### src/design/assert_macros.svh
// Assertion macros shared by the hash engine modules.
`ifndef ASSERT_MACROS_SVH
`define ASSERT_MACROS_SVH
`ifndef SYNTHESIS
`define ASSERT_IMPL(label, clk, rst, prop) \
   label: assert property (@(posedge clk) disable iff (rst) prop) else $error("assertion failed");
`define ASSERT_NOW(label, clk, rst, cond) \
   label: assert property (@(posedge clk) disable iff (rst) (cond)) else $error("assertion failed");
`else
`define ASSERT_IMPL(label, clk, rst, prop)
`define ASSERT_NOW(label, clk, rst, cond)
`endif
`endif

### src/design/sm3_pkg.sv
// ----------------------------------------------------------------------------
// SM3 package
// Types, constants and round functions shared by the hash engine.
// ----------------------------------------------------------------------------
`default_nettype none
package sm3_pkg;

   localparam logic [255:0] SM3_IV = {
      32'h7380166f, 32'h4914b2b9, 32'h172442d7, 32'hda8a0600,
      32'ha96f30bc, 32'h163138aa, 32'he38dee4d, 32'hb0fb0e4e};
   localparam logic [31:0] T_LOW  = 32'h79cc4519;
   localparam logic [31:0] T_HIGH = 32'h7a879d8a;
   localparam logic [7:0]  PAD_BYTE = 8'h80;
   localparam int unsigned QUEUE_DEPTH = 4;

   // Work item passed from the front part to the compression back part.
   typedef struct packed {
      logic [511:0] block;
      logic         last;
   } blk_item_type;

   typedef enum logic [1:0] {
      FR_FILL,
      FR_PAD1,
      FR_PAD2
   } front_state_type;

   typedef enum logic [1:0] {
      BK_IDLE,
      BK_ROUND,
      BK_OUT
   } back_state_type;

   function automatic logic [31:0] rotl(input logic [31:0] x, input logic [4:0] n);
      logic [63:0] d;
      d = {x, x} << n;
      return d[63:32];
   endfunction

   function automatic logic [31:0] p0(input logic [31:0] x);
      return x ^ rotl(x, 5'd9) ^ rotl(x, 5'd17);
   endfunction

   function automatic logic [31:0] p1(input logic [31:0] x);
      return x ^ rotl(x, 5'd15) ^ rotl(x, 5'd23);
   endfunction

endpackage
`default_nettype wire

### src/design/sm3_stream_if.sv
// ----------------------------------------------------------------------------
// SM3 stream interfaces
// Valid/ready channels for message bytes and digest words.
// ----------------------------------------------------------------------------
`default_nettype none
interface sm3_req_if;
   logic       valid;
   logic       ready;
   logic [7:0] data_byte;
   logic       byte_valid;
   logic       end_of_message;
   modport source (output valid, data_byte, byte_valid, end_of_message, input ready);
   modport sink   (input valid, data_byte, byte_valid, end_of_message, output ready);
endinterface

`default_nettype wire

### src/design/sm3_front.sv
// ----------------------------------------------------------------------------
// SM3 front part
// Collects bytes into blocks, pads the final block and pushes block items.
// ----------------------------------------------------------------------------
`default_nettype none
module sm3_front
   import sm3_pkg::*;
(
   input  wire logic         clock,
   input  wire logic         reset,
   sm3_req_if.sink           req,
   output blk_item_type      push_item,
   output logic              push_valid,
   input  wire logic         push_ready
);
   logic [511:0]     block_ff, block_in;
   logic [5:0]       count_ff, count_in;
   logic [60:0]      len_ff, len_in;
   front_state_type  state_ff, state_in;
   logic [63:0]      bits;

   assign bits = {len_ff, 3'b000};

   // Accept while filling and the block queue has room.
   always_comb begin
      req.ready = (state_ff == FR_FILL) && push_ready;
   end

   // Next state.
   always_comb begin
      state_in = state_ff;
      case (state_ff)
         FR_FILL: begin
            if (req.valid && req.ready && req.end_of_message) state_in = FR_PAD1;
         end
         FR_PAD1: begin
            if (push_ready) state_in = (count_ff < 6'd56) ? FR_FILL : FR_PAD2;
         end
         FR_PAD2: begin
            if (push_ready) state_in = FR_FILL;
         end
         default: state_in = FR_FILL;
      endcase
   end

   // Block assembly and push outputs.
   always_comb begin
      block_in   = block_ff;
      count_in   = count_ff;
      len_in     = len_ff;
      push_valid = 1'b0;
      push_item.block = block_ff;
      push_item.last  = 1'b0;
      case (state_ff)
         FR_FILL: begin
            if (req.valid && req.ready) begin
               if (req.byte_valid) begin
                  block_in[511 - 8*count_ff -: 8] = req.data_byte;
                  len_in = len_ff + 61'd1;
                  count_in = count_ff + 6'd1;
               end
               if (req.byte_valid && count_ff == 6'd63) begin
                  push_valid = 1'b1;
                  push_item.block = block_in;
               end
            end
         end
         FR_PAD1: begin
            // Build the first padding block.
            block_in[511 - 8*count_ff -: 8] = PAD_BYTE;
            for (int i = 0; i < 64; i++) begin
               if (i > int'(count_ff)) block_in[511 - 8*i -: 8] = 8'h00;
            end
            if (count_ff < 6'd56) begin
               block_in[63:0] = bits;
               push_item.block = block_in;
               push_item.last  = 1'b1;
            end else begin
               push_item.block = block_in;
            end
            push_valid = 1'b1;
            if (push_ready) begin
               if (count_ff < 6'd56) begin
                  count_in = '0;
                  len_in   = '0;
               end
            end else begin
               block_in = block_ff;
            end
         end
         FR_PAD2: begin
            push_item.block = {448'd0, bits};
            push_item.last  = 1'b1;
            push_valid = 1'b1;
            if (push_ready) begin
               count_in = '0;
               len_in   = '0;
            end
         end
         default: ;
      endcase
   end

   always_ff @(posedge clock) begin
      block_ff <= block_in;
      if (reset) begin
         state_ff <= FR_FILL;
         count_ff <= '0;
         len_ff   <= '0;
      end else begin
         state_ff <= state_in;
         count_ff <= count_in;
         len_ff   <= len_in;
      end
   end
endmodule
`default_nettype wire

### src/flat_wrapper.sv
// flat-port wrapper written by rule: the top's interface ports become plain ports
module sm3_front_flat import sm3_pkg::*;
  (clock, reset, push_item, push_valid, push_ready, req_valid, req_data_byte, req_byte_valid, req_end_of_message, req_ready);
  sm3_req_if req_i ();
  input  wire logic clock;
  input  wire logic reset;
  output blk_item_type push_item;
  output logic push_valid;
  input  wire logic push_ready;
  input wire logic [$bits(req_i.valid)-1:0] req_valid;
  input wire logic [$bits(req_i.data_byte)-1:0] req_data_byte;
  input wire logic [$bits(req_i.byte_valid)-1:0] req_byte_valid;
  input wire logic [$bits(req_i.end_of_message)-1:0] req_end_of_message;
  output wire logic [$bits(req_i.ready)-1:0] req_ready;
  assign req_i.valid = req_valid;
  assign req_i.data_byte = req_data_byte;
  assign req_i.byte_valid = req_byte_valid;
  assign req_i.end_of_message = req_end_of_message;
  assign req_ready = req_i.ready;
  sm3_front u_core (.clock(clock), .reset(reset), .req(req_i), .push_item(push_item), .push_valid(push_valid), .push_ready(push_ready));
endmodule
### config.mk
export PLATFORM = sky130hd
export DESIGN_NAME = sm3_front_flat
export DESIGN_NICKNAME = d
export VERILOG_FILES = /design/src/design/assert_macros.svh /design/src/design/sm3_pkg.sv /design/src/design/sm3_stream_if.sv /design/src/design/sm3_front.sv /design/src/flat_wrapper.sv
export SDC_FILE = /design/constraint.sdc
export NUM_CORES = 2
export LEC_CHECK = 0
export ABC_CLOCK_PERIOD_IN_PS = 29400
export BUFFER_PORTS_ARGS = -buffer_cell sky130_fd_sc_hd__buf_2
export CAP_MARGIN = 20
export CORE_MARGIN = 1
export CORE_UTILIZATION = 40
export DETAILED_ROUTE_END_ITERATION = 8
export MAX_ROUTING_LAYER = met4
export PLACE_DENSITY_LB_ADDON = 0.05
export REMOVE_ABC_BUFFERS = 1
export SLEW_MARGIN = 25
export SYNTH_ARGS = -nofsm -noshare
export SYNTH_HDL_FRONTEND = slang
export SYNTH_SLANG_ARGS = --single-unit
### constraint.sdc
create_clock -name clock -period 29.4 [get_ports clock]
set_input_delay 1.47 -clock clock [delete_from_list [all_inputs] [get_ports clock]]
set_output_delay 1.47 -clock clock [all_outputs]
set_load 0.02 [all_outputs]
* Word level (Yosys, flattened, before mapping) *
Cells that the tools add are included.

word-level totals
  flip-flop bits (word level) = 581
  input bits = 14
  output and inout bits = 515
  word-level logic and storage cells = 191

operators by class
  $add $sub $neg = 4
  $lt $le $gt $ge = 64
  equal/unequal tests = 9
  shift operators = 3
  muxes and demuxes = 96
  reduce and logical (&&, ||, !) cells = 11

operator list
  operator                                                       count
  2-to-1 mux 512 bit                                             5
  case mux 512 bit (3 select lines)                              1
  bitwise mux 512 bit                                            2
  case mux 512 bit (2 select lines)                              1
  variable shift 8 x 34 -> 519 bit (first input constant)        1
  variable part select 8 x 34 -> 519 bit                         1
  variable part select 8 x 34 -> 519 bit (first input constant)  1
  2-to-1 mux 8 bit                                               63
  2-to-1 mux 61 bit                                              5
  greater-than comparator 6 bit (first input constant)           32
  case mux 61 bit (3 select lines)                               1
  2-to-1 mux 64 bit                                              2
  greater-than comparator 5 x 6 -> 1 bit (first input constant)  16
  adder 61 x 1 -> 61 bit (second input constant)                 1
  greater-than comparator 4 x 6 -> 1 bit (first input constant)  8
  negator 32 -> 34 bit                                           1
  2-to-1 mux 6 bit                                               5
  greater-than comparator 3 x 6 -> 1 bit (first input constant)  4
  case mux 6 bit (3 select lines)                                1
  greater-than comparator 2 x 6 -> 1 bit (first input constant)  2
  != test 2 bit (second input constant)                          5
  subtractor 9 x 9 -> 10 bit (first input constant)              1
  2-to-1 mux 2 bit                                               4
  adder 6 x 1 -> 6 bit (second input constant)                   1
  16 further kinds                                               23

* Longest topological paths before layout *
  depth in word-level cells = 8
  depth in mapped cells = 13
  gate-level depth less buffers = 7

* Worst setup path after synthesis *
OpenSTA, ideal clock, no wires.

  path type = register to register
  start point = reg u_core.state_ff[1]
  end point = reg u_core.block_ff[0] (enable)
  library setup time = 1458 ps
  arrival time = 24312 ps
  required time = 27942 ps
  setup slack = 3630 ps
  cell stages (with the launch flop) = 10
  path buffers = 5
  period minus slack after synthesis = 25770 ps
  cells stage by stage = dfxtp_1 inv_1 ha_1 buf_6 clkbuf_1 clkbuf_1 clkbuf_1 clkbuf_1 mux2i_1 nor2b_1

on the way
  word-level cells in the longest chain between the ends = 5
  elaborated cells on any way between the ends = 8
  classes of those cells = 3 x eq/ne; 5 x reduce/logical

RTL lines
  element                                   RTL line                          source
  start, declared                           sm3_front.sv:19                   front_state_type state_ff, state_in;
  start signal, assigned                    sm3_front.sv:111                  state_ff <= state_in;
  logical NOT 2 bit                         sm3_front.sv:26, sm3_front.sv:54
  logical AND 1 bit                         sm3_front.sv:26                   req.ready = (state_ff == FR_FILL) && push_ready;
  logical AND 1 bit                         sm3_front.sv:56                   if (req.valid && req.ready) begin
  != test 2 bit (no source line)            n/a
  AND reduction 3 bit (no source line) (*)  n/a
  end signal, assigned                      sm3_front.sv:105                  block_ff <= block_in;
  end, declared                             sm3_front.sv:16                   logic [511:0] block_ff, block_in;

Mark *: on every way between the ends. The rest lies on a longest branch, timed or not.
A chain may end at the register's enable or synchronous reset.

==> impl_results.md <==
* Seq. cell area at 16800 um2
* Leak at 0.0158 uW
* Delay-heaviest family, CP: simple AND/OR/NAND/NOR gates
* Post-CTS Resized at 0
* CTS tree: yes
* Status: finished, final reports clean
* Final wirelength at 174000 um
* Initial antenna violation count at 11
* Critical Path End Type: primary output
* Placed cells at 6113
* Synth-to-Final Area Change at 16.1%
* Number of global-route vias before repair at 34700
* Fmax at 0.146 GHz
* Pin count of the biggest net entering global routing at 157
* Relative slew slack at 10.5%
* Vias per cell at 6.18
* DRT Pass-1 Iters at 7
* CP max-delay cell: a21oi_1
* Period Utilization, post-route at 23.2%
* Max capacitance violation total at 0
* Clk sinks at 581
* Antenna-violating nets left at 0
* Critical path fanouts, max at 54
* Latest clock arrival within the worst-skew pair at 0.65 ns
* Post-synth top area share at 40.1%
* Synth cell count leaders: nand2_1, o21ai_0, edfxtp_1
* Initial drt markers at 5032
* Async SR Flop Fraction at 0%
* Core area at 95000 um2
* Ys Warns at 0
* Routability cong. at 0.912
* DRC at 0
* Critical-path cell list: ha_4 > buf_4 > and2_1 > nand2_1 > a21oi_1 > nand2b_1 > and2_1 > buf_2
* Worst-Margin Slew at 1.34 ns
* VDD IR max at 0.0354 mV
* Area of the multi-input gates at 20300 um2
* Critical path's largest stage delay at 0.80 ns
* First-pass GRT wire length at 247000 um
* Largest cells by area after synthesis: edfxtp_1, o21ai_0, nand2_1
* Layout cells sized above 1 at 15.9%
* RSZ-0062 raised after global routing: false
* Die height at 312 um
* Die area at 97200 um2
* Final Hold Vio Count at 0
* Post-DP HPWL at 118000 um
* Port bufs at 528
* P per Cell Area at 49.5 nW/um2
* H-Tree Depth at 3
* Slew Limit Fails at 0
* Initial core utilization at 40.4%
* Row count at 113
* CTS Root Cell: clkbuf_16
* Most used cell, CP: and2_1
* Register area share after synthesis at 43.7%
* Clock transition at the registers of the reported paths at 0.06 ns
* EDFF count, synth at 512
* Boundary pin count at 529
* Crit path kind: flip-flop to primary output
* Final setup violation count at 0
* CP Launch Type: flip-flop
* Setup Fix Bufs, Post-CTS at 0
* Grt ovf at 0
* DR WL/cell at 27.8 um
* Fin nets at 4949
* Final min period at 6.83 ns
* Hold_ws at 0.524 ns
* Ys flop type: edfxtp_1
* Seq cells post-synth at 581
* Most common cell in the synthesized netlist: nand2_1
* Non-Filler Instances at 6248
* Worst clock skew at 0.0311 ns
* Count of cell types in the netlist at 75
* WP data required at 27.93 ns
* Synth area leader: edfxtp_1
* Maximum root-to-sink buffer count at 3
* Buffers & Inverters on Critical Path at 2
* Vias post-DR at 38600
* GRT Total Usage at 35.1%
* Hold bufs inserted after CTS at 0
* Data arrival, critical path at 5.36 ns
* Min-Delay Path Class: flip-flop to flip-flop
* Avg Synthesized Cell Area at 8.42 um2
* Cell Area, Synth at 38400 um2
* Design area at 44500 um2
* FILL cells at 9406
* Mapped Cells at 4555
* Die Wd at 312 um
* Total CTS buffers at 73
* Placed inst area at 42300 um2
==> final timing paths <==
path / from / endpoint / slack [ns] / depth (start not counted)
worst max-delay path: u_core.state_ff[0] / push_item[69] / 22.57 / 8
worst min-delay path: u_core.len_ff[60] / u_core.len_ff[60] / 0.52 / 2
worst max register to register: u_core.state_ff[0] / u_core.block_ff[240] / 24.24 / 6
worst min register to register: u_core.len_ff[60] / u_core.len_ff[60] / 0.52 / 2
==> cell families (layout without fill, tap and decap cells) <==
group	count (synthesis)	in the layout	synth area share, %
AND/OR/NAND/NOR	1879	1879	23.5
other	0	4	0
flip-flops	581	581	43.7
multiplexers	241	241	6.34
AO/OA/AOI/OAI	1437	1437	21.8
adder cells (fa/ha/maj)	11	11	0.359
buffers and inverters	384	808	3.85
XOR/XNOR	22	22	0.502
==> layer usage <==
metal,vias up,wire (um),track usage (%)
li1,17300,-,-
met5,-,0,-
met3,348,17100,6.99
met1,18800,72400,46.8
met2,2204,77500,52.5
met4,0,6900,13.3
==> power by group <==
| group | switching, uW | total (uW) | internal (uW) |
|---|---|---|---|
| registers | 32.2 | 984 | 952 |
| logic | 243 | 345 | 102 |
| clock network | 382 | 876 | 494 |
==> worst min-delay path, stage by stage, from the launching register on <==
cell and delay (ns):
dfxtp_1 0.34, o31ai_1 0.08, a21oi_1 0.06
==> state kept, by name, indices dropped and copies added, names as in the netlist <==
register         count
u_core.block_ff    512
u_core.count_ff      6
u_core.len_ff       61
u_core.state_ff      2
==> layout make-up <==
type                       count  share of cell area [%]
inverter                      47                   0.402
tap                         1265                    3.55
clock inverter                32                   0.461
sequential                   581                    37.6
multi-input combinational   3590                    45.5
clock buffer                  98                    4.50
timing repair buffer         631                    7.89
antenna                        4                  0.0225
==> layout by cell type, fill, tap and decap left out, types with 18 or more instances in the layout <==
master     netlist  layout
a21oi_1        427     425
a221o_1         28      28
a221oi_1        30      30
a22o_1          36      36
a22oi_1         35      35
a31oi_1         43      43
and2_1         255     254
and3_1          33      33
buf_2           12     528
buf_4            0      96
clkbuf_1       305      20
clkbuf_16        0      76
clkinv_1         1      21
dfxtp_1         69      65
edfxtp_1       512     512
inv_1           46      45
mux2i_1        225     225
nand2_1        625     625
nand2b_1        31      31
nand3_1        105     102
nand4_1         26      26
nor2_1         420     413
nor2b_1        148     147
nor3_1         106     104
o21a_1          18      18
o21ai_0        621     619
o22ai_1         41      41
o2bb2ai_1       25      25
o31ai_1         20      20
or3_1           34      33
or4_1           18      18
xnor2_1         19      19
==> metrics by stage <==
step	worst slack (ns)	utilization, %	power (uW)	setup TNS [ns]
after floorplan	-2.39	-	1230	-1221.76
final	22.57	46.9	2210	0
after detailed placement	23.21	44.5	1340	0
after CTS	22.70	46.8	2210	0
after global placement	23.24	44.4	1340	0
after global routing	22.48	46.9	2270	0
No activity file was read; power rests on OpenSTA's default activity.
