$ cat config.mk
export PLATFORM = sky130hd
export DESIGN_NAME = sm3_queue
export DESIGN_NICKNAME = d
export VERILOG_FILES = /design/src/design/sm3_pkg.sv /design/src/design/sm3_queue.sv
export VERILOG_INCLUDE_DIRS = /design/src /design/src/design
export SDC_FILE = /design/constraint.sdc
export NUM_CORES = 1
export LEC_CHECK = 0
export ABC_AREA = 0
export BUFFER_PORTS_ARGS = -buffer_cell sky130_fd_sc_hd__buf_2
export CAP_MARGIN = 20
export CORE_UTILIZATION = 35
export CTS_CLUSTER_DIAMETER = 50
export DETAILED_ROUTE_END_ITERATION = 16
export GPL_TIMING_DRIVEN = 1
export SLEW_MARGIN = 20
export SYNTH_ARGS = -nofsm -noshare
export SYNTH_HDL_FRONTEND = slang
export SYNTH_SLANG_ARGS = --single-unit
export TNS_END_PERCENT = 10
$ cat constraint.sdc
create_clock -name clock -period 43.2 [get_ports clock]
set_input_delay 4.32 -clock clock [delete_from_list [all_inputs] [get_ports clock]]
set_output_delay 4.32 -clock clock [all_outputs]
set_load 0.02 [all_outputs]
$ cat src/design/assert_macros.svh
// Assertion macros shared by the hash engine modules.
`ifndef ASSERT_MACROS_SVH
`define ASSERT_MACROS_SVH
`ifndef SYNTHESIS
`define ASSERT_IMPL(label, clk, rst, prop) \
   label: assert property (@(posedge clk) disable iff (rst) prop) else $error("assertion failed");
`define ASSERT_NOW(label, clk, rst, cond) \
   label: assert property (@(posedge clk) disable iff (rst) (cond)) else $error("assertion failed");
`else
`define ASSERT_IMPL(label, clk, rst, prop)
`define ASSERT_NOW(label, clk, rst, cond)
`endif
`endif

$ cat src/design/sm3_pkg.sv
// ----------------------------------------------------------------------------
// SM3 package
// Types, constants and round functions shared by the hash engine.
// ----------------------------------------------------------------------------
`default_nettype none
package sm3_pkg;

   localparam logic [255:0] SM3_IV = {
      32'h7380166f, 32'h4914b2b9, 32'h172442d7, 32'hda8a0600,
      32'ha96f30bc, 32'h163138aa, 32'he38dee4d, 32'hb0fb0e4e};
   localparam logic [31:0] T_LOW  = 32'h79cc4519;
   localparam logic [31:0] T_HIGH = 32'h7a879d8a;
   localparam logic [7:0]  PAD_BYTE = 8'h80;
   localparam int unsigned QUEUE_DEPTH = 4;

   // Work item passed from the front part to the compression back part.
   typedef struct packed {
      logic [511:0] block;
      logic         last;
   } blk_item_type;

   typedef enum logic [1:0] {
      FR_FILL,
      FR_PAD1,
      FR_PAD2
   } front_state_type;

   typedef enum logic [1:0] {
      BK_IDLE,
      BK_ROUND,
      BK_OUT
   } back_state_type;

   function automatic logic [31:0] rotl(input logic [31:0] x, input logic [4:0] n);
      logic [63:0] d;
      d = {x, x} << n;
      return d[63:32];
   endfunction

   function automatic logic [31:0] p0(input logic [31:0] x);
      return x ^ rotl(x, 5'd9) ^ rotl(x, 5'd17);
   endfunction

   function automatic logic [31:0] p1(input logic [31:0] x);
      return x ^ rotl(x, 5'd15) ^ rotl(x, 5'd23);
   endfunction

endpackage
`default_nettype wire

$ cat src/design/sm3_queue.sv
// ----------------------------------------------------------------------------
// SM3 block queue
// Small FIFO of block items between the front and back parts.
// ----------------------------------------------------------------------------
`default_nettype none
`include "assert_macros.svh"
module sm3_queue
   import sm3_pkg::*;
(
   input  wire logic          clock,
   input  wire logic          reset,
   input  wire blk_item_type  push_item,
   input  wire logic          push_valid,
   output logic               push_ready,
   output blk_item_type       pop_item,
   output logic               pop_valid,
   input  wire logic          pop_ready
);
   localparam int unsigned AW = $clog2(QUEUE_DEPTH);
   blk_item_type    mem [QUEUE_DEPTH];
   logic [AW-1:0]   wr_ff, rd_ff;
   logic [AW:0]     cnt_ff;
   logic            do_push, do_pop;

   assign push_ready = (cnt_ff != (AW+1)'(QUEUE_DEPTH));
   assign pop_valid  = (cnt_ff != '0);
   assign pop_item   = mem[rd_ff];
   assign do_push    = push_valid && push_ready;
   assign do_pop     = pop_valid && pop_ready;

   always_ff @(posedge clock) begin
      if (do_push) mem[wr_ff] <= push_item;
      if (reset) begin
         wr_ff <= '0;
         rd_ff <= '0;
         cnt_ff <= '0;
      end else begin
         if (do_push) wr_ff <= wr_ff + 1'b1;
         if (do_pop) rd_ff <= rd_ff + 1'b1;
         cnt_ff <= cnt_ff + (AW+1)'(do_push) - (AW+1)'(do_pop);
      end
   end

   `ASSERT_NOW(a_cnt_range, clock, reset, cnt_ff <= (AW+1)'(QUEUE_DEPTH))
   `ASSERT_IMPL(a_full_no_grow, clock, reset, !push_ready && !do_pop |=> !push_ready)
   `ASSERT_IMPL(a_empty_pop, clock, reset, cnt_ff == '0 |-> !do_pop)
endmodule
`default_nettype wire

# Word-level counts from Yosys, hierarchy flattened
# Memories as Yosys holds them, arrays and structs flattened. A register that Yosys moved wholly into a read port is not among the register bits.
# Index checks and enable logic that the tools add are counted.
# W data, S select, Z words.
# totals
ff_bits	7
latch_bits	0
mem_bits_rw	2052
mem_bits_ro	0
in_bits	517
output_inout_bits	515
elab_cells	16
mem_count	1
# memory_table
memory	depth	word_bits	rd	rd_clocked_by_memory_dff	wr	line_no	rtl
mem	4	513	1	1	1	sm3_queue.sv:20	blk_item_type mem [QUEUE_DEPTH];
# classes
addsub	4
mul	0
div	0
magnitude_cmp	0
eq_ne	1
n_shift	0
n_mux	4
bitwise	0
n_reduce_logical	3
# ops
op	n
$add A2 B1 Y2 const B	2
$mux W2	2
$add A3 B1 Y3	1
$ne A3 B3 Y1 const B	1
$reduce_bool A3 Y1	1
$sub A3 B1 Y3	1
$logic_and A1 B1 Y1	2
$mux W1	2

# Logic depth before layout (Yosys ltp)
# Gate-level depths: netlist of run 1.
# depth
ltp_word	4
ltp_mapped	11
mapped_depth_nobuf	11

# Least setup slack after synthesis of run 1
# OpenSTA, ideal clock, no wires.
# synth_timing
kind	input to register
from	in push_valid
to	mem mem[0][0] (netlist name), enable pin
setup_time_ns	0.945
arrival_time_ns	16.284
required_ns	42.255
setup_slack_ns	25.971
cell_stages	2
n_path_buf	0
cell_sequence	a21boi_1 and2_1
# synth_between
elab_chain_len	3
# synth_rtl
item	line_no	rtl
start, declared	sm3_queue.sv:13	input wire logic push_valid,
$logic_and A1 B1 Y1	sm3_queue.sv:28	assign do_push = push_valid && push_ready;
$mux W1	sm3_queue.sv:32	if (do_push) mem[wr_ff] <= push_item;
$mux W1 (not written as such)	sm3_queue.sv:32	
end, declared	sm3_queue.sv:20	
# No other way between the ends.

==> results of run 1 <==
## power by group
group | switching, mW | internal, mW | leakage (nW)
clock network | 0.786 | 1.08 | 3.53
logic | 0.891 | 0.531 | 7.19
registers | 0.0531 | 2.45 | 18.9
## worst min-delay path, stage by stage, from the launching register on
cell and delay [ps]:
dfxtp_1 340, nand2b_1 80, mux2i_1 60
## layout make-up
type | count | area [um^2] | share of cell area
clock buffer | 257 | 5710 | 0.0633
inverter | 5 | 18.8 | 0.000208
sequential | 2061 | 61800 | 0.685
timing repair buffer | 1083 | 5620 | 0.0622
multi-input combinational | 547 | 11800 | 0.131
clock inverter | 155 | 1630 | 0.0181
antenna | 41 | 103 | 0.00114
tap | 2821 | 3530 | 0.0391
## sequential cells by signal, summed over array words and instances, names as in the netlist, named ones only
register  cells
cnt_ff        3
wr_ff         2
mem        2052
rd_ff         2
## metal layers
layer / vias to the layer above / track usage / wire length, um
li1: 14400 / - / -
met1: 18200 / 0.195 / 66700
met2: 1370 / 0.261 / 85700
met3: 389 / 0.0642 / 17000
met4: 68 / 0.0488 / 5130
met5: - / 0 / 457
## worst paths after layout
path / from / to / slack (ps) / cells past startpoint
setup / recovery: register / pop_item[34] / 33780 / 5
hold / removal: wr_ff[1] / wr_ff[1] / 530 / 2
setup reg to reg: cnt_ff[1] / mem[3][282] / 38580 / 6
hold reg to reg: wr_ff[1] / wr_ff[1] / 530 / 2
## cells by family (layout without fill, tap and decap cells)
logic type,Yosys count,in the layout
flops,2061,2061
simple gates,19,19
other cells,0,41
buf+inv,120,1500
xor+xnor,3,3
fa+ha+maj,7,7
compound gates,3,3
mux,515,515
## placed cells by master (no fill, tap or decap), drive strengths merged, types with 8 or more instances in the layout
master	count
mux4	513
clkinv	88
inv	32
clkbuf	257
clkinvlp	19
edfxtp	2052
nor2	8
buf	1083
bufinv	21
dfxtp	9
diode	41
==> qor.yml, run 1 <==
floorplanning:
  dieArea_mm2: 0.215
  start_util: 0.352
  core_mm2: 0.212
  rows: 169
  chipHeight_um: 463
  die_x_um: 463
  ios: 1032
critical_path:
  worstSetupEndpointType: "primary output"
  cp-start-kind: "register"
  path_buf_inv: 4
  critPathMaxFanout: 104
  cp_top_family: "buffers and inverters"
  crit_slowest_cell: "dfxtp_4"
  cp.required_ps: 38880
  critical-path-max-stage-delay_ps: 880
  critical_path_class: "reg2out"
  path_cells: "buf_12 > buf_4 > buf_4 > mux4_2 > buf_2"
  cp.arrival_ps: 5100
  cpMostUsedCell: "buf_4"
hold_path:
  hold_class: "reg2reg"
drt:
  drt-total-wl_um: 175000
  vias_per_cell: 4.95
  first_iter_violations: 2933
  ant_nets: 0
  num_vias: 34500
  route.detailed.drc: 0
  post_drt_wl_per_cell_um: 25.1
  firstDrtPassIters: 5
logic_synthesis:
  synth.avg_cell_area_um2: 27.3
  synth_edf_count: 2052
  synthAdderAreaFrac: 0.00128
  ys_top_cells_by_area: "edfxtp_1 (83%), mux4_2 (16%), buf_6 (0.79%)"
  yosysSeqAreaShare: 0.829
  yosys.area_share.simple: 0.00128
  ys.warnings.count: 0
  ys.flop_type: "edfxtp_1"
  synth_cell_type_count: 24
  synth.area.mux_share: 0.155
  syn_inst: 2728
  syn_area_mm2: 0.0745
  synth_nets: 3252
  synthTopCellsByCount: "edfxtp_1 (2052), mux4_2 (513), buf_2 (53)"
  synth_compound_area_frac: 0.000336
  synth_area_leader_cell: "edfxtp_1"
  synth_seq_cells: 2061
  async_reset_ff_frac: 0
  synth_xor_area_frac: 0.000353
  yosysMostFrequentCell: "edfxtp_1"
  synth_top_family_by_area: "multiplexers"
  synth_top_area_share: 0.827
cts:
  insertion_delay_ps: 840
  cts_setup_buffers: 0
  postCtsResizedCells: 0
  cts-root-buf: "clkbuf_16"
  clock_path_buffers: 3
  tritoncts: "done"
  clk_pin_slew_ps: 60
  holdBufCountCts: 0
  cts_buffers: 220
  htreeDepth: 4
  cts_sinks: 2061
timing:
  maxSlewHeadroom: 0.195
  slew_violations: 0
  fin_tns_setup_ps: 0
  tightest_slew_ps: 1210
  setup_viol_count_final: 0
  min_period_ps: 9420
  timing.fmax_mhz: 106
  hold_viol: 0
  fin_crit_sh: 0.218
  worst_slack_ps: 33780
  rsz0062_at_grt: "false"
  clock_skew_ps: 37.2
  hold_ws_ps: 530
global_routing:
  grt_usage: 0.160
  grt_start_max_net_pins: 121
  grt_antenna_before_repair: 94
  grt_overflow: 0
  grt_pass1_wl_um: 253000
  grt_pass1_vias: 35800
outcome:
  status: "completed"
cells_and_area:
  fin_area_mm2: 0.0902
  fillers: 18200
  nNetsFinal: 4442
  final_layout_size_suffix_gt1_frac: 0.472
  areaGrowthSynthToFinish_pct: 21.1
  final_cells: 6970
  postLayoutCoreUtil: 0.426
power_and_ir_drop:
  power.density_mw_per_mm2: 64.2
  power.total_mw: 5.79
  power.leakage_nw: 29.6
  vdd_drop_max_mv: 0.0470
placement:
  placed_area_mm2: 0.0828
  post-place-ws_ps: 34130
  place_inst: 6516
  portBuffers: 1031
  globalplace.congestion: 0.794
  dpl.hpwl_um: 113000
job:
  drv_cap: 0
Power figures use the tool's default switching activity.
==> run 2: changes to the inputs <==
==> constraint.sdc (replaced) <==
create_clock -name clock -period 9 [get_ports clock]
set_input_delay 0.9 -clock clock [delete_from_list [all_inputs] [get_ports clock]]
set_output_delay 0.9 -clock clock [all_outputs]
set_load 0.02 [all_outputs]
==> run 2 against run 1 <==
Cell count hardly changed. Critical path type unchanged. Routed wire length is 0.91% lower. Highest routed layer unchanged. Worst hold slack got worse by 260 ps. Register-to-register slack got worse by 33000 ps. Core utilization is essentially flat. Global-route usage fell by 0.19 points. Critical path depth shrank 1. First-iteration DRC count shrank 20%.
==> qor.yml, run 2 (synthesis results as in run 1) <==
cells_and_area:
  most-common-layout-cells: "edfxtp_1 (2052), buf_2 (1031), mux4_2 (513), clkbuf_16 (220)"
  multi_input_area_mm2: 0.0118
  largest_registers: "mem x2052, cnt_ff x3"
  final_layout_size_suffix_gt1_frac: 0.471
  final_common_cell: "edfxtp_1"
  regMostFlops: "mem"
  fillers: 18200
  largest_reg_flops: 2052
  nNetsFinal: 4442
  regArea_mm2: 0.0618
  postLayoutCoreUtil: 0.425
  final_cells: 6967
  areaGrowthSynthToFinish_pct: 21.0
drt:
  first_iter_violations: 2342
  post_drt_wl_per_cell_um: 24.9
  num_vias: 34300
  ant_nets: 0
  drt-total-wl_um: 173000
  route.detailed.drc: 0
  firstDrtPassIters: 4
  vias_per_cell: 4.92
cts:
  postCtsResizedCells: 0
  htreeDepth: 4
  cts_sinks: 2061
  clock_path_buffers: 3
  tritoncts: "done"
  clk_pin_slew_ps: 60
  cts_setup_buffers: 0
  insertion_delay_ps: 840
  cts_buffers: 216
  cts-root-buf: "clkbuf_16"
  holdBufCountCts: 0
global_routing:
  grt_pass1_vias: 35100
  grt_usage: 0.158
  grt_antenna_before_repair: 100
  grt_start_max_net_pins: 122
  grt_overflow: 0
  grt_pass1_wl_um: 249000
power_and_ir_drop:
  vdd_drop_max_mv: 0.238
  clkPwrFrac: 0.315
  p_sw_mw: 8.18
  power.density_mw_per_mm2: 305
  p_int_mw: 19.4
  p_seq_frac: 0.437
  switching_share: 0.297
  pwr-share-comb: 0.248
  power.leakage_nw: 29.5
timing:
  slew_violations: 0
  tightest_slew_ps: 1070
  maxSlewHeadroom: 0.284
  hold_viol: 0
  fin_crit_sh: 0.521
  timing.fmax_mhz: 213
  setup_viol_count_final: 0
  fin_tns_setup_ps: 0
  clock_skew_ps: 45.4
  rsz0062_at_grt: "false"
  hold_ws_ps: 266
  min_period_ps: 4690
  worst_slack_ps: 4310
critical_path:
  cp-start-kind: "register"
  cp.arrival_ps: 3790
  critPathMaxFanout: 39
  cp.required_ps: 8100
  reg2regPathDepth: 5
  worstSetupEndpointType: "primary output"
  critical_path_class: "reg2out"
job:
  drv_cap: 0
floorplanning:
  start_util: 0.352
  rows: 169
  die_x_um: 463
  dieArea_mm2: 0.215
  core_mm2: 0.212
  chipHeight_um: 463
  ios: 1032
placement:
  dpl.hpwl_um: 114000
  post-place-ws_ps: 4940
  place_inst: 6521
  portBuffers: 1031
  globalplace.congestion: 0.793
outcome:
  status: "completed"
hold_path:
  hold_path_depth: 1
  hold_class: "in2reg"
-- run 2: power by group through the flow --
stage	Clock, mW	Combinational [mW]	Sequential, mW
after floorplan	0	4.62	12.7
after global placement	0	6.98	12.2
after detailed placement	0	6.98	12.2
after CTS	8.89	7.00	12.0
after global routing	9.24	7.24	12.1
final	8.68	6.83	12.0
-- run 2: worst max-delay path, stage by stage, from the launching register on --
cell and delay [ps]:
dfxtp_4 970, buf_4 520, buf_4 600, mux4_2 650, buf_2 190
-- run 2: per-layer routing --
metal	up-vias	part of all wire	GRT usage	wire length, um
met4	94	0.028	0.0481	4830
met3	388	0.099	0.0689	17200
li1	14400	-	-	-
met5	-	0.0034	0	595
met1	18200	0.38	0.192	66600
met2	1212	0.49	0.255	84200
-- run 2: metrics by stage --
| step | power (mW) | instance area [um^2] |
|---|---|---|
| finish | 27.5 | 90100 |
| detailed placement | 19.2 | 83000 |
| global placement | 19.2 | 83000 |
| global route | 28.6 | 90100 |
| floorplan | 17.3 | 74500 |
| CTS | 27.9 | 90000 |
-- run 2: path summary, 6_finish.rpt --
path	slack [ps]	startpoint	end
hold / removal	270	push_item[225]	mem[3][225]
hold reg to reg	510	wr_ff[1]	wr_ff[1]
setup reg to reg	5360	cnt_ff[1]	mem[2][91]
setup / recovery	4310	register	pop_item[201]
-- run 2: layout make-up --
type / instances / area share
Clock buffer: 262 / 0.0628
Timing Repair Buffer: 1087 / 0.0643
Tap cell: 2821 / 0.0392
Multi-Input combinational cell: 547 / 0.131
Antenna cell: 41 / 0.00114
Inverter: 5 / 0.000208
Sequential cell: 2061 / 0.686
Clock inverter: 143 / 0.0155
