==> src/design/assert_macros.svh <==
// Assertion macros shared by the hash engine modules.
`ifndef ASSERT_MACROS_SVH
`define ASSERT_MACROS_SVH
`ifndef SYNTHESIS
`define ASSERT_IMPL(label, clk, rst, prop) \
   label: assert property (@(posedge clk) disable iff (rst) prop) else $error("assertion failed");
`define ASSERT_NOW(label, clk, rst, cond) \
   label: assert property (@(posedge clk) disable iff (rst) (cond)) else $error("assertion failed");
`else
`define ASSERT_IMPL(label, clk, rst, prop)
`define ASSERT_NOW(label, clk, rst, cond)
`endif
`endif

==> src/design/sm3_pkg.sv <==
// ----------------------------------------------------------------------------
// SM3 package
// Types, constants and round functions shared by the hash engine.
// ----------------------------------------------------------------------------
`default_nettype none
package sm3_pkg;

   localparam logic [255:0] SM3_IV = {
      32'h7380166f, 32'h4914b2b9, 32'h172442d7, 32'hda8a0600,
      32'ha96f30bc, 32'h163138aa, 32'he38dee4d, 32'hb0fb0e4e};
   localparam logic [31:0] T_LOW  = 32'h79cc4519;
   localparam logic [31:0] T_HIGH = 32'h7a879d8a;
   localparam logic [7:0]  PAD_BYTE = 8'h80;
   localparam int unsigned QUEUE_DEPTH = 4;

   // Work item passed from the front part to the compression back part.
   typedef struct packed {
      logic [511:0] block;
      logic         last;
   } blk_item_type;

   typedef enum logic [1:0] {
      FR_FILL,
      FR_PAD1,
      FR_PAD2
   } front_state_type;

   typedef enum logic [1:0] {
      BK_IDLE,
      BK_ROUND,
      BK_OUT
   } back_state_type;

   function automatic logic [31:0] rotl(input logic [31:0] x, input logic [4:0] n);
      logic [63:0] d;
      d = {x, x} << n;
      return d[63:32];
   endfunction

   function automatic logic [31:0] p0(input logic [31:0] x);
      return x ^ rotl(x, 5'd9) ^ rotl(x, 5'd17);
   endfunction

   function automatic logic [31:0] p1(input logic [31:0] x);
      return x ^ rotl(x, 5'd15) ^ rotl(x, 5'd23);
   endfunction

endpackage
`default_nettype wire

==> src/design/sm3_stream_if.sv <==
// ----------------------------------------------------------------------------
// SM3 stream interfaces
// Valid/ready channels for message bytes and digest words.
// ----------------------------------------------------------------------------
`default_nettype none


interface sm3_rsp_if;
   logic        valid;
   logic        ready;
   logic [31:0] digest_word;
   logic [2:0]  word_index;
   logic        last_word;
   modport source (output valid, digest_word, word_index, last_word, input ready);
   modport sink   (input valid, digest_word, word_index, last_word, output ready);
endinterface
`default_nettype wire

==> src/design/sm3_back.sv <==
// ----------------------------------------------------------------------------
// SM3 back part
// One compression round per cycle in the round state over a 16-word expansion window.
// ----------------------------------------------------------------------------
`default_nettype none
`include "assert_macros.svh"
module sm3_back
   import sm3_pkg::*;
(
   input  wire logic          clock,
   input  wire logic          reset,
   input  wire blk_item_type  pop_item,
   input  wire logic          pop_valid,
   output logic               pop_ready,
   sm3_rsp_if.source          rsp
);
   back_state_type  state_ff, state_in;
   logic [255:0]    cv_ff;
   logic [255:0]    wv_ff;
   logic [511:0]    win_ff;
   logic [5:0]      rnd_ff;
   logic            last_ff;
   logic [2:0]      oidx_ff;
   logic [31:0]     a, b, c, d, e, f, g, h, w0, w4, wn, tj, a12, ss1, ss2, tt1, tt2;
   logic [31:0]     fv, gv;
   logic [255:0]    cv_new;

   always_comb begin
      {a, b, c, d, e, f, g, h} = wv_ff;
      w0  = win_ff[511:480];
      w4  = win_ff[383:352];
      wn  = p1(win_ff[511:480] ^ win_ff[287:256] ^ rotl(win_ff[95:64], 5'd15))
            ^ rotl(win_ff[415:384], 5'd7) ^ win_ff[191:160];
      tj  = rotl((rnd_ff < 6'd16) ? T_LOW : T_HIGH, rnd_ff[4:0]);
      fv  = (rnd_ff < 6'd16) ? (a ^ b ^ c) : ((a & b) | (a & c) | (b & c));
      gv  = (rnd_ff < 6'd16) ? (e ^ f ^ g) : ((e & f) | (~e & g));
      a12 = rotl(a, 5'd12);
      ss1 = rotl(a12 + e + tj, 5'd7);
      ss2 = ss1 ^ a12;
      tt1 = fv + d + ss2 + (w0 ^ w4);
      tt2 = gv + h + ss1 + w0;
      cv_new = cv_ff ^ {tt1, a, rotl(b, 5'd9), c, p0(tt2), e, rotl(f, 5'd19), g};
   end

   always_comb begin
      state_in = state_ff;
      case (state_ff)
         BK_IDLE:  if (pop_valid) state_in = BK_ROUND;
         BK_ROUND: if (rnd_ff == 6'd63) state_in = last_ff ? BK_OUT : BK_IDLE;
         BK_OUT:   if (rsp.ready && oidx_ff == 3'd7) state_in = BK_IDLE;
         default:  state_in = BK_IDLE;
      endcase
   end

   always_comb begin
      pop_ready = (state_ff == BK_IDLE);
      rsp.valid = (state_ff == BK_OUT);
      rsp.digest_word = cv_ff[255 - 32*oidx_ff -: 32];
      rsp.word_index  = oidx_ff;
      rsp.last_word   = (oidx_ff == 3'd7);
   end

   always_ff @(posedge clock) begin
      case (state_ff)
         BK_IDLE: begin
            win_ff  <= pop_item.block;
            wv_ff   <= cv_ff;
            last_ff <= pop_item.last;
            rnd_ff  <= '0;
         end
         BK_ROUND: begin
            win_ff <= {win_ff[479:0], wn};
            wv_ff  <= {tt1, a, rotl(b, 5'd9), c, p0(tt2), e, rotl(f, 5'd19), g};
            rnd_ff <= rnd_ff + 6'd1;
         end
         default: ;
      endcase
      if (reset) begin
         state_ff <= BK_IDLE;
         cv_ff    <= SM3_IV;
         oidx_ff  <= '0;
      end else begin
         state_ff <= state_in;
         if (state_ff == BK_ROUND && rnd_ff == 6'd63) cv_ff <= cv_new;
         if (state_ff == BK_OUT && rsp.ready) begin
            oidx_ff <= oidx_ff + 3'd1;
            if (oidx_ff == 3'd7) cv_ff <= SM3_IV;
         end
      end
   end

   `ASSERT_IMPL(a_out_hold, clock, reset, rsp.valid && !rsp.ready |=> rsp.valid)
   `ASSERT_IMPL(a_idx_zero, clock, reset, state_ff == BK_IDLE |-> oidx_ff == 3'd0)
   `ASSERT_IMPL(a_round_end, clock, reset, state_ff == BK_OUT |-> rnd_ff == 6'd0)
endmodule
`default_nettype wire
==> src/flat_wrapper.sv <==
// flat-port wrapper written by rule: the top's interface ports become plain ports
module sm3_back_flat import sm3_pkg::*;
  (clock, reset, pop_item, pop_valid, pop_ready, rsp_valid, rsp_digest_word, rsp_word_index, rsp_last_word, rsp_ready);
  sm3_rsp_if rsp_i ();
  input  wire logic clock;
  input  wire logic reset;
  input  wire blk_item_type pop_item;
  input  wire logic pop_valid;
  output logic pop_ready;
  output wire logic [$bits(rsp_i.valid)-1:0] rsp_valid;
  output wire logic [$bits(rsp_i.digest_word)-1:0] rsp_digest_word;
  output wire logic [$bits(rsp_i.word_index)-1:0] rsp_word_index;
  output wire logic [$bits(rsp_i.last_word)-1:0] rsp_last_word;
  input wire logic [$bits(rsp_i.ready)-1:0] rsp_ready;
  assign rsp_valid = rsp_i.valid;
  assign rsp_digest_word = rsp_i.digest_word;
  assign rsp_word_index = rsp_i.word_index;
  assign rsp_last_word = rsp_i.last_word;
  assign rsp_i.ready = rsp_ready;
  sm3_back u_core (.clock(clock), .reset(reset), .pop_item(pop_item), .pop_valid(pop_valid), .pop_ready(pop_ready), .rsp(rsp_i));
endmodule
==> config.mk <==
export PLATFORM = sky130hd
export DESIGN_NAME = sm3_back_flat
export DESIGN_NICKNAME = d
export VERILOG_FILES = /design/src/design/sm3_pkg.sv /design/src/design/sm3_stream_if.sv /design/src/design/sm3_back.sv /design/src/flat_wrapper.sv
export VERILOG_INCLUDE_DIRS = /design/src /design/src/design
export SDC_FILE = /design/constraint.sdc
export NUM_CORES = 2
export LEC_CHECK = 0
export ABC_AREA = 1
export BUFFER_PORTS_ARGS = -buffer_cell sky130_fd_sc_hd__buf_2
export CAP_MARGIN = 20
export CORE_ASPECT_RATIO = 1.2
export CORE_MARGIN = 1
export CORE_UTILIZATION = 45
export DETAILED_ROUTE_END_ITERATION = 8
export GPL_ROUTABILITY_DRIVEN = 0
export GPL_TIMING_DRIVEN = 0
export PLACE_DENSITY = 0.62
export SYNTH_ARGS = -nofsm -noshare
export SYNTH_HDL_FRONTEND = slang
export SYNTH_SLANG_ARGS = --single-unit
export TNS_END_PERCENT = 30
==> constraint.sdc <==
create_clock -name clock -period 21.4 [get_ports clock]
set_clock_uncertainty 0.15 [all_clocks]
set_input_delay 0 -clock clock [delete_from_list [all_inputs] [get_ports clock]]
set_output_delay 0 -clock clock [all_outputs]
set_load 0.1 [all_outputs]
-- After elaboration in Yosys (flattened, before gate mapping)
Cells that the tools add are included.
W data, S select, Z words.
- logic and storage cells: 72
- input port bits: 517
- register bits: 1036
- output and inout bits: 38
- reduce and logical (&&, ||, !) cells: 6
- add/subtract/negate cells: 11
- shift operators: 2
- bitwise operators: 24
- equality and inequality tests: 7
- multiplexer cells: 14
- $lt $le $gt $ge: 1
- operators with widths (kind ; number):
    $pmux W512 S2 ; 1
    $mux W256 ; 3
    $pmux W256 S2 ; 1
    $xor A32 B32 Y32 ; 14
    $shiftx A287 B33 Y32 ; 1
    $add A32 B32 Y32 ; 8
    $xor A256 B256 Y256 ; 1
    $and A32 B32 Y32 ; 5
    $or A32 B32 Y32 ; 3
    $mux W32 ; 2
    $shl A64 B5 Y64 ; 1
    $not A32 Y32 ; 1
    $mux W26 ; 1
    $pmux W6 S2 ; 1
    $sub A8 B8 Y9 const A ; 1
    $mux W2 ; 4
    $add A6 B1 Y6 const B ; 1
    $eq A6 B6 Y1 const B ; 1
    $lt A6 B5 Y1 const B ; 1
    $pmux W2 S3 ; 1
    $ne A2 B1 Y1 const B ; 2
    $add A3 B1 Y3 const B ; 1
    $eq A3 B3 Y1 const B ; 1
    $logic_and A1 B1 Y1 ; 3
    6 further kinds ; 6

-- Depth between registers and ports, before layout
- depth after elaboration: 13
- depth in mapped cells: 50
- gate-level depth less buffers: 50

-- Worst setup path after synthesis
OpenSTA, ideal clock, no wires.
- path type: reg2reg
- start: reg u_core.state_ff[1]
- end: reg u_core.cv_ff[117]
- library setup time: 0.125 ns
- path slack: -4.204 ns
- path buffers: 2
- clock period less this slack: 25.604 ns
- arrival time: 25.329 ns
- data required time: 21.125 ns
- cell stages (with the launch flop): 9
- cell sequence: dfxtp_1 > inv_1 > nor2_1 > nand2_1 > o21ai_1 > clkinv_1 > clkbuf_1 > buf_2 > nand3_1
- elaborated cells on any way between the ends: 7
- classes of those cells: eq/ne (2); mux (3); reduce/logical (2)
- RTL lines (what ; line ; text):
    start: declaration ; sm3_back.sv:17 ; back_state_type state_ff, state_in;
    start signal: assignment ; sm3_back.sv:83 ; state_ff <= state_in;
    $eq A2 B2 Y1 ; - ;
    named net rsp_valid ; flat_wrapper.sv:10 ; output wire logic [$bits(rsp_i.valid)-1:0] rsp_valid;
    $logic_and A1 B1 Y1 ; sm3_back.sv:85 ; if (state_ff == BK_OUT && rsp.ready) begin
    $mux W256 ; sm3_back.sv:85 ;
    end signal: assignment ; sm3_back.sv:84 ; if (state_ff == BK_ROUND && rnd_ff == 6'd63) cv_ff <= cv_new;
    end: declaration ; sm3_back.sv:18 ; logic [255:0] cv_ff;
The timed path passes the listed nets, and every way through them passes these cells.
A chain may end at the register's enable or synchronous reset.

-- Final worst setup path
- start: reg u_core.rnd_ff[5]
- end: reg u_core.cv_ff[251]
- word-level cells in the longest chain between the ends: 11
- elaborated cells on any way between the ends: 15
- classes of those cells: add/sub (4); order compare (1); eq/ne (1); shift (1); mux (5); bitwise (2); reduce/logical (1)
- RTL lines (what ; line ; text):
    start: declaration ; sm3_back.sv:21 ; logic [5:0] rnd_ff;
    start signal: assignment ; sm3_back.sv:74 ; rnd_ff <= rnd_ff + 6'd1;
    $lt A6 B5 Y1 ; sm3_back.sv:34, sm3_back.sv:35 ;
    $mux W26 ; sm3_back.sv:34 ; tj = rotl((rnd_ff < 6'd16) ? T_LOW : T_HIGH, rnd_ff[4:0]);
    $shl A64 B5 Y64 ; sm3_pkg.sv:36 ; d = {x, x} << n;
    $add A32 B32 Y32 ; sm3_back.sv:38 ; ss1 = rotl(a12 + e + tj, 5'd7);
    $xor A32 B32 Y32 ; sm3_back.sv:39 ; ss2 = ss1 ^ a12;
    $add A32 B32 Y32 (2 in series) ; sm3_back.sv:40 ; tt1 = fv + d + ss2 + (w0 ^ w4);
    $xor A256 B256 Y256 ; sm3_back.sv:42 ; cv_new = cv_ff ^ {tt1, a, rotl(b, 5'd9), c, p0(tt2), e, rotl(f, 5'd19), g};
    $mux W256 (*) ; sm3_back.sv:84 ;
    $mux W256 ; sm3_back.sv:87 ; if (oidx_ff == 3'd7) cv_ff <= SM3_IV;
    $mux W256 (*) ; sm3_back.sv:85 ;
Mark *: on every way between the ends. The rest lies on a longest branch, timed or not.

==> impl_metrics.json <==
{
  "setup_viol": 0,
  "ys_ff_latch": 1036,
  "dpl_cell_area_um2": 65900,
  "synth_edf_count": 775,
  "max_stage_delay_ns": 0.89,
  "setup_slack_ns": 11.39,
  "via_per_inst": 5.95,
  "ys_types": 49,
  "synthFlopType": "edfxtp_1",
  "synth.avg_cell_area_um2": 8.38,
  "area_growth_pct": 32.5,
  "slowest_stage": "xor2_1",
  "cts.path.max_buffers": 3,
  "cp_common_cell": "nand2_1",
  "drt_iter0_markers": 10600,
  "port-buffer-count": 554,
  "slew_viol_final": 3,
  "route.detailed.drc": 6,
  "post-place-ws_ns": 12.09,
  "syn_inst": 7190,
  "period_share_pct": 46.8,
  "root_buffer": "clkbuf_16",
  "core_area_um2": 132000,
  "min_period_ns": 10.01,
  "avgRoutedWirePerCell_um": 29.5,
  "grt_pass1_wl_um": 445000,
  "grt_pass1_vias": 60900,
  "drive_gt1_share_pct": 9.68,
  "rows": 146,
  "synth_nets": 7995,
  "grt_max_degree": 46,
  "max_freq_mhz": 99.9,
  "status": "finished, violations left",
  "yosys_warnings": 0,
  "clk-insertion-delay-late_ns": 0.78,
  "dieArea_um2": 135000,
  "cts_max_level": 3,
  "crit_buf_inv": 5,
  "grt_overflow": 0,
  "regArea_um2": 28500,
  "final_area_um2": 79900,
  "nets": 9685,
  "clk_pin_slew_ns": 0.07,
  "cts_tree": "yes",
  "utilization_pct": 60.3,
  "antenna_found_initial": 61,
  "start_kind": "flop",
  "synth_area_um2": 60300,
  "violations": "design-rule violations, negative hold slack, max-slew violations",
  "cp_top_family": "adder cells",
  "synth_top_area_share_pct": 38.6,
  "whs_ns": -0.00631,
  "min_path_type": "input pin to flop",
  "worst_ep_required_time_ns": 21.95,
  "hold_violations": 1,
  "path_max_fanout": 10,
  "setup-tns-final_ns": 0,
  "synth-async-reset-ratio_pct": 0,
  "ys_seq_area_share_pct": 47.3,
  "start_util_pct": 45.5,
  "drv_cap": 0,
  "die_y_um": 403,
  "synth_top_area_cell": "edfxtp_1",
  "fillCellCount": 10900,
  "criticalPathCategory": "flop to flop",
  "maxSlewHeadroom_pct": -6.57,
  "multiInputGateArea_um2": 27800,
  "cts_buffers": 111,
  "die_x_um": 336,
  "grtUsageTotal_pct": 47.2,
  "rsz0062_at_grt": "false",
  "synthTopCellsByArea": "edfxtp_1 (39%), nand2_1 (16%), dfxtp_1 (8.7%), fa_1 (6.2%), o21ai_0 (5.9%)",
  "crit_arrival_ns": 10.55,
  "io_pins": 555,
  "crit_path_end_kind": "flop",
  "first_pass_iters": 9,
  "vias": 64300,
  "hpwl_um": 232000,
  "cts_sinks": 1036,
  "cts_repair_resize_count": 0,
  "drtAntennaViolNets": 0,
  "worst_pin_slew_ns": 1.60,
  "routed_wl_um": 319000
}
sequential cells by signal, indices dropped and copies added (netlist names):
name,flops
u_core.win_ff,512
u_core.cv_ff,256
u_core.wv_ff,256
u_core.rnd_ff,6
u_core.rsp.word_index,3
u_core.state_ff,2
u_core.last_ff,1
cell usage after synthesis, types with 8 or more instances:
library cell / number
ha_1: 100
mux2i_1: 34
inv_1: 710
or2_2: 9
nand3_1: 327
a21oi_1: 337
a221oi_1: 32
clkbuf_1: 243
a21o_1: 8
o21ai_0: 714
dfxtp_1: 261
buf_4: 13
a31oi_1: 52
o21bai_1: 11
xnor2_1: 106
nor3_1: 30
buf_1: 29
nand2_2: 8
xor2_1: 286
fa_1: 188
nand2_1: 2623
nand4_1: 29
nor2_1: 172
buf_2: 32
edfxtp_1: 775
worst reg2reg max path: cells and delay by family (launching register included):
family          cells  cell delay, ns
fa+ha+maj           8            3.25
simple gates       15            1.90
flops               1            0.46
xor+xnor            3            1.32
compound gates      6            2.06
buf+inv             5            0.77
layout by cell type, fill, tap and decap left out, drive strengths merged, types with 14 or more instances in the layout:
cell type	synthesis	routed
nor3	32	32
xnor2	106	106
diode	0	54
a31oi	52	52
inv	716	720
o21ai	719	719
clkinv	1	38
dlygate4sd3	0	967
fa	188	188
ha	100	100
nand4	29	29
edfxtp	775	775
mux2i	34	34
bufinv	0	24
xor2	287	287
nor2	179	179
a221oi	32	32
a21oi	337	337
nand3	328	328
buf	74	675
dfxtp	261	261
clkbuf	243	391
or2	14	14
nand2	2631	2631
per-layer routing:
metal / part of all wire, % / global-route usage [%]
met1: 31 / 51.8
met2: 41 / 67.9
met3: 15 / 18.8
met4: 13 / 47.0
met5: 0.030 / 1.30
metrics by stage:
step	cells	hold slack, ns
floorplan	7190	-0.0776
global placement	9520	0.0322
detailed placement	9561	0.0261
CTS	10700	0.00168
global route	10800	0.0293
finish	10800	-0.00631
cell type report:
cell class                      instances  area share [%]
Sequential cell                      1036            35.7
Multi-Input combinational cell       5120            34.8
Timing Repair Buffer                 1577            16.5
Clock buffer                          139            3.68
Inverter                              717            3.37
Tap cell                             1776            2.78
Buffer                                317            1.60
Clock inverter                         71            1.35
Antenna cell                           54           0.169
final timing paths:
kind	slack, ns	cells after the start	to	from
setup / recovery	11.39	37	u_core.cv_ff[251]$_SDFF_PP0_	u_core.rnd_ff[5]$_SDFFCE_PN0P_
hold / removal	-0.006	4	u_core.win_ff[97]$_DFFE_PP_	pop_item[98]
setup reg to reg	11.39	37	u_core.cv_ff[251]$_SDFF_PP0_	u_core.rnd_ff[5]$_SDFFCE_PN0P_
hold reg to reg	0.31	2	u_core.cv_ff[115]$_SDFF_PP1_	u_core.cv_ff[115]$_SDFF_PP1_
cell families (layout without fill, tap and decap cells):
family,Yosys count,after routing,synth area share (%)
buf+inv,1034,2821,6.59
compound gates,1176,1176,10.2
simple gates,3226,3226,21.2
mux,34,34,0.565
xor+xnor,396,396,5.83
flops,1036,1036,47.3
fa+ha+maj,288,288,8.32
other cells,0,54,0
what timing repair did:
item	CTS	global route
hold buffers	967	0
buffers inserted	0	0
endpoints found under the hold margin	518	0
Power is left out: the tool's default activity adds up to more than one toggle a clock period on the data nets, which glitch-free logic cannot reach.
